==> config.mk <==
export PLATFORM = sky130hd
export DESIGN_NAME = imhq_cmp
export DESIGN_NICKNAME = d
export VERILOG_FILES = /design/src/rtl/core/imhq_pkg.sv /design/src/rtl/core/imhq_cmp.sv
export SDC_FILE = /design/constraint.sdc
export NUM_CORES = 1
export LEC_CHECK = 0
export BUFFER_PORTS_ARGS = -buffer_cell sky130_fd_sc_hd__buf_2
export CORE_AREA = 2 2 48 50
export DETAILED_ROUTE_END_ITERATION = 6
export DIE_AREA = 0 0 50 52
export MAX_ROUTING_LAYER = met4
export PLACE_DENSITY = 0.83
export SYNTH_ARGS = -nofsm -noshare
export SYNTH_HDL_FRONTEND = slang
export SYNTH_SLANG_ARGS = --single-unit
==> constraint.sdc <==
create_clock -name vclk -period 5.9
set_input_delay 1.18 -clock vclk [all_inputs]
set_output_delay 1.18 -clock vclk [all_outputs]
set_load 0.02 [all_outputs]
==> src/rtl/core/imhq_pkg.sv <==
//------------------------------------------------------------------------------
// imhq_pkg
// shared types and codes for the indexed min-heap queue
//------------------------------------------------------------------------------
package imhq_pkg;

    localparam int unsigned VertexWidth = 10;
    localparam int unsigned KeyWidth    = 32;
    localparam int unsigned StatusWidth = 3;

    typedef enum logic [1:0] {
        KIND_INSERT   = 2'd0,
        KIND_DECREASE = 2'd1,
        KIND_DELETE   = 2'd2,
        KIND_NONE     = 2'd3
    } t_kind;

    typedef enum logic [StatusWidth-1:0] {
        ST_OK      = 3'd0,
        ST_EMPTY   = 3'd1,
        ST_PRESENT = 3'd2,
        ST_ABSENT  = 3'd3,
        ST_FULL    = 3'd4
    } t_status;

    // compare unit request and answer
    typedef struct packed {
        logic [KeyWidth-1:0] a;
        logic [KeyWidth-1:0] b;
    } t_cmp_req;

    typedef struct packed {
        logic a_gt_b;
        logic b_lt_a;
    } t_cmp_rsp;

endpackage

==> src/rtl/core/imhq_cmp.sv <==
//------------------------------------------------------------------------------
// imhq_cmp
// shared key comparator used by dispatch and by every sift compare
//------------------------------------------------------------------------------
module imhq_cmp (
    input  imhq_pkg::t_cmp_req i_req,
    output imhq_pkg::t_cmp_rsp o_rsp
);

    assign o_rsp.a_gt_b = i_req.a > i_req.b;
    assign o_rsp.b_lt_a = i_req.b < i_req.a;

endmodule
==> results by group, run 1 <==
STA
  – Slew Limit Fails: 0
  – Fmax: between 200 and 250 MHz
  – Final worst path period share: 67.97%
  – Worst Max-Slew Pin Slew: 246.0 ps
  – Period minus WS final: approximately 4000 ps
  – RSZ-0062 raised after global routing: no
  – Endpoints failing setup: 0
  – Total Neg Setup Slack: 0 ps
  – Endpoints failing hold: 0
  – Relative slew margins: 83.60%

Detailed routing
  – ANT nets after route: 0
  – Routed wire length: approximately 1.7 mm
  – Drt wl/cell: 8.397 um
  – TritonRoute pass-1 iters: 3
  – Initial DRC count: 3
  – Vias per inst: between 4 and 5
  – DRC: 0
  – DR vias: 932

Layout
  – NumNets Final: around 270
  – Antenna diodes: 0
  – Seq_cells: 0
  – Synthesis-to-finish area growth: 44.41%
  – Final Cell Area: 0.001164 mm2
  – Share of layout cells above drive strength 1: 38.64%
  – Clock buffer count: 0
  – Register Area: 0 um2
  – Final instance count without filler cells: 204

Yosys
  – Synthesized area: between 800 and 900 um2
  – Commonest cells in the netlist: ha_1 (31), inv_1 (31), a21oi_1 (11)
  – Ys Warns: 0
  – Post-synthesis sequential area ratio: 0%
  – Yosys top cell area share: 48.14%
  – Synth area leader: ha_1
  – Post-Synthesis Net Count: 206
  – Cells after synthesis: 111
  – Largest cells by area after synthesis: ha_1 (48%), inv_1 (14%), a21oi_1 (6.8%)
  – Post-Syn Area per Cell: 7.259 um2
  – Unique masters post-synth: 20

Placement
  – Number of instances in the placed design: 204
  – Dpl hpwl: 1.698 mm
  – I/O Buffers: 66
  – RePlAce Congestion: 0.6854
  – Dpl cell area: 0.001164 mm2

CTS
  – Post-CTS Resized: 0
  – Post-CTS setup buffers: 0
  – Hold_buf cts: 0

Critical path
  – CP Class: in -> out
  – CP Data Arrival Time: around 2800 ps
  – CP required: between 4000 and 5000 ps
  – Critical path peak fanout: 2
  – Startpoint types: input pin
  – CP endpoint kind: primary output

Die
  – Core footprint: 0.002106 mm2
  – Full die area: 0.002600 mm2
  – Die height: ~52 um
  – Io pins: 66
  – Initial core utilization: 38.27%
  – Die X: 50 um
  – Rows: 17

Global route
  – Antenna violations before repair: 0
  – First-pass GRT wire length: 2.973 mm
  – Grt ovf: 0
  – Pin count of the biggest net entering global routing: 4
  – Vias in the first global route: 858
  – GRT Total Usage: around 14%

Pwr
  – Total power: ~0.07 mW
  – Maximum VDD drop: 0.02884 mV
  – P_leak: 0.7636 nW
  – PwrDens: about 60 mW/mm2

Run status
  – Status: complete, no violations

Job
  – Max-capacitance violation count: 0

Min path
  – Worst hold path class: in -> out
-- cells in the final DEF (no fill, tap or decap), drive strengths merged --
master   synthesis  routed
or4              1       1
a21boi           1       1
o21ai            4       4
o2bb2ai          1       1
a21oi           11      11
a2111oi          1       1
buf              1      66
nand4            2       2
nor2             4       4
nor4b            1       1
nand2           10      10
a221oi           2       2
a21o             2       2
nor3             1       1
nand2b           1       1
nand3            2       2
and4             2       2
inv             31      31
o21a             2       2
ha              31      31
-- logic make-up (layout without fill, tap and decap cells) --
group | after synthesis | in the layout | share of synthesized area (%)
buf+inv | 32 | 97 | 15.37
fa+ha+maj | 31 | 31 | 48.14
compound gates | 24 | 24 | 20.65
simple gates | 24 | 24 | 15.84
-- final timing paths --
| check | startpoint | to | slack [ps] | cells past startpoint |
|---|---|---|---|---|
| worst min-delay path | i_req[31] | o_rsp[0] | 2880 | 6 |
| worst max-delay path | i_req[1] | o_rsp[1] | 1890 | 7 |
-- worst max-delay path: stages --
cell	delay (ps)
buf_2	100
ha_1	320
a2111oi_4	290
nor4b_1	80
or4_1	480
a21oi_1	190
buf_2	190
-- per-stage QoR --
stage               utilization (%)  hold slack, ps  setup WS [ps]
floorplan                         -            2681           1788
global placement              55.26            2878           1886
detailed placement            55.26            2898           1872
CTS                           55.26            2888           1869
global route                  55.26            2949           1786
finish                        55.26            2880           1890
-- per-layer routing --
metal,part of all wire (%),wire length [um],global-route usage [%]
met2,50,863,28.51
met4,0,0,0
met1,42,721,15.81
met3,7.5,128,0
met5,0,0,-
-- where the power goes --
part | internal (mW) | switching [mW]
logic | 0.0382 | 0.0320
clock network | 0 | 0
registers | 0 | 0
-- cell type report --
cell class         instances  area (um2)
fillers                  215       942.2
multi-input cells         79       681.9
repair buffers            66       330.3
inverters                 31       116.4
well taps                 28       35.03
Power figures use the tool's default switching activity.
==> run 2: changes to the inputs <==
==> constraint.sdc (replaced) <==
create_clock -name vclk -period 3.9
set_input_delay 0.78 -clock vclk [all_inputs]
set_output_delay 0.78 -clock vclk [all_outputs]
set_load 0.02 [all_outputs]
==> run 2 against run 1 <==
  * First-iteration DRC count decreased by 33%
  * Critical endpoint unchanged
  * Non-clock buffer count stayed put
  * Routed wire length decreased by 3.4%
  * Combinational power grew 51%
  * Worst hold slack lost 790 ps
  * Global-route usage fell by 0.31 points
  * Count of clock-buffer cells in the layout unchanged
==> results by group, run 2 (same netlist as run 1, synthesis figures left out) <==
Run status
  – Status: complete, no violations

Detailed routing
  – Vias per inst: 4.554 (-0.32%)
  – TritonRoute pass-1 iters: 4 (+1)
  – Initial DRC count: 2 (-1)
  – Drt wl/cell: 8.113 um (-3.4%)
  – Routed wire length: 1.655 mm (-3.4%)
  – Met2 WL: 802 um (-7.1%)
  – DR vias: 929 (-0.32%)
  – Highest routed metal layer: met3
  – Met1 WL: 727 um (+0.83%)
  – Met3 Routed Length: 125 um (-2.3%)
  – ANT nets after route: 0 (unchanged)
  – DRC: 0 (unchanged)

Die
  – Initial core utilization: 38.27% (unchanged)
  – Core footprint: 0.002106 mm2 (unchanged)
  – Full die area: 0.002600 mm2 (unchanged)
  – Die height: 52 um (unchanged)
  – Die X: 50 um (unchanged)
  – Io pins: 66 (unchanged)
  – Rows: 17 (unchanged)

STA
  – Period minus WS final: 3222 ps
  – Relative slew margins: 83.34% (-0.26 points)
  – Slew Limit Fails: 0 (unchanged)
  – Fin Hold WS: 2093 ps (-787.0 ps)
  – RSZ-0062 raised after global routing: no
  – Fmax: 310.4 MHz
  – Endpoints failing hold: 0 (unchanged)
  – Endpoints failing setup: 0 (unchanged)
  – Final worst path period share: 82.61%
  – Total Neg Setup Slack: 0 ps (unchanged)
  – Worst Max-Slew Pin Slew: 246.5 ps (+0.4478 ps)

Layout
  – Final Cell Area: 0.001164 mm2 (unchanged)
  – NumNets Final: 273 (unchanged)
  – Most common cell after layout, fill and taps aside: buf_2
  – Share of layout cells above drive strength 1: 38.64% (unchanged)
  – Final Core Density: 55.26% (unchanged)
  – Clock buffer count: 0 (unchanged)
  – Register Area: 0 um2 (unchanged)
  – Seq_cells: 0 (unchanged)
  – Synthesis-to-finish area growth: 44.41% (unchanged)
  – Most frequent cells in the layout: buf_2 (66), inv_1 (31), ha_1 (31)
  – Antenna diodes: 0 (unchanged)

Global route
  – Antenna violations before repair: 0 (unchanged)
  – Pin count of the biggest net entering global routing: 4 (unchanged)
  – Grt ovf: 0 (unchanged)
  – GRT Total Usage: 13.55% (-0.31 points)
  – Vias in the first global route: 860 (+0.23%)
  – First-pass GRT wire length: 2.932 mm (-1.4%)

Pwr
  – Maximum VDD drop: 0.04180 mV (+45%)
  – PwrDens: 90.87 mW/mm2 (+51%)
  – P_leak: 0.7636 nW (unchanged)

Critical path
  – Most used cell, CP: buf_2
  – CP Data Arrival Time: 2440 ps (-390 ps)
  – Critical path peak fanout: 2 (unchanged)
  – CP Class: in -> out
  – Worst path max stage delay: 490 ps (about the same)
  – Critical path, cell by cell: buf_2, ha_1, a2111oi_4, nor4b_1, or4_1, a21oi_1, buf_2
  – CP endpoint kind: primary output
  – CP required: 3120 ps (-1600 ps)
  – Startpoint types: input pin
  – CP max-delay cell: or4_1

CTS
  – Post-CTS Resized: 0 (unchanged)
  – Post-CTS setup buffers: 0 (unchanged)
  – Hold_buf cts: 0 (unchanged)

Placement
  – Dpl cell area: 0.001164 mm2 (unchanged)
  – I/O Buffers: 66 (unchanged)
  – Dpl hpwl: 1.645 mm (-3.1%)
  – RePlAce Congestion: 0.6861 (+0.10%)

Min path
  – Worst hold path class: in -> out
  – Hold Path Depth: 6 (unchanged)

Job
  – Max-capacitance violation count: 0 (unchanged)
run 2: cell counts in the layout (fill, tap and decap cells not counted):
No cell type changed its count.
run 2: routing by layer:
metal  track usage [%]  up-vias
met2             27.63       41
li1                  -      510
met4                 0        0
met3                 0        0
met1             15.64      378
met5                 -        -
run 2: worst paths after layout:
check	from	end	slack (ps)
max	i_req[1]	o_rsp[1]	680
min	i_req[31]	o_rsp[0]	2090
run 2: stage by stage:
| step | cells | total power, mW | setup WS [ps] |
|---|---|---|---|
| 2_1_floorplan | 111 | 0.06347 | 588.1 |
| 3_3_place_gp | 204 | 0.1058 | 686.3 |
| 3_5_place_dp | 204 | 0.1075 | 677.5 |
| 4_1_cts | 204 | 0.1082 | 668.3 |
| 5_1_grt | 204 | 0.1243 | 587.1 |
| 6_report | 204 | 0.1057 | 678.1 |
run 2: area by class of cell:
class	instances	area (um2)
multi-input cells	79	681.9
well taps	28	35.03
inverters	31	116.4
repair buffers	66	330.3
fillers	205	942.2
run 2: power by group:
part	total, mW	switching [mW]	internal [mW]
clock network	0	0	0
logic	0.106	0.0482	0.0576
registers	0	0	0
total	0.106	0.0482	0.0576
run 2: critical path: cells and delay by family:
kind | cells | cell delay, ps
compound gates | 2 | 480
fa+ha+maj | 1 | 320
buf+inv | 2 | 300
simple gates | 2 | 570
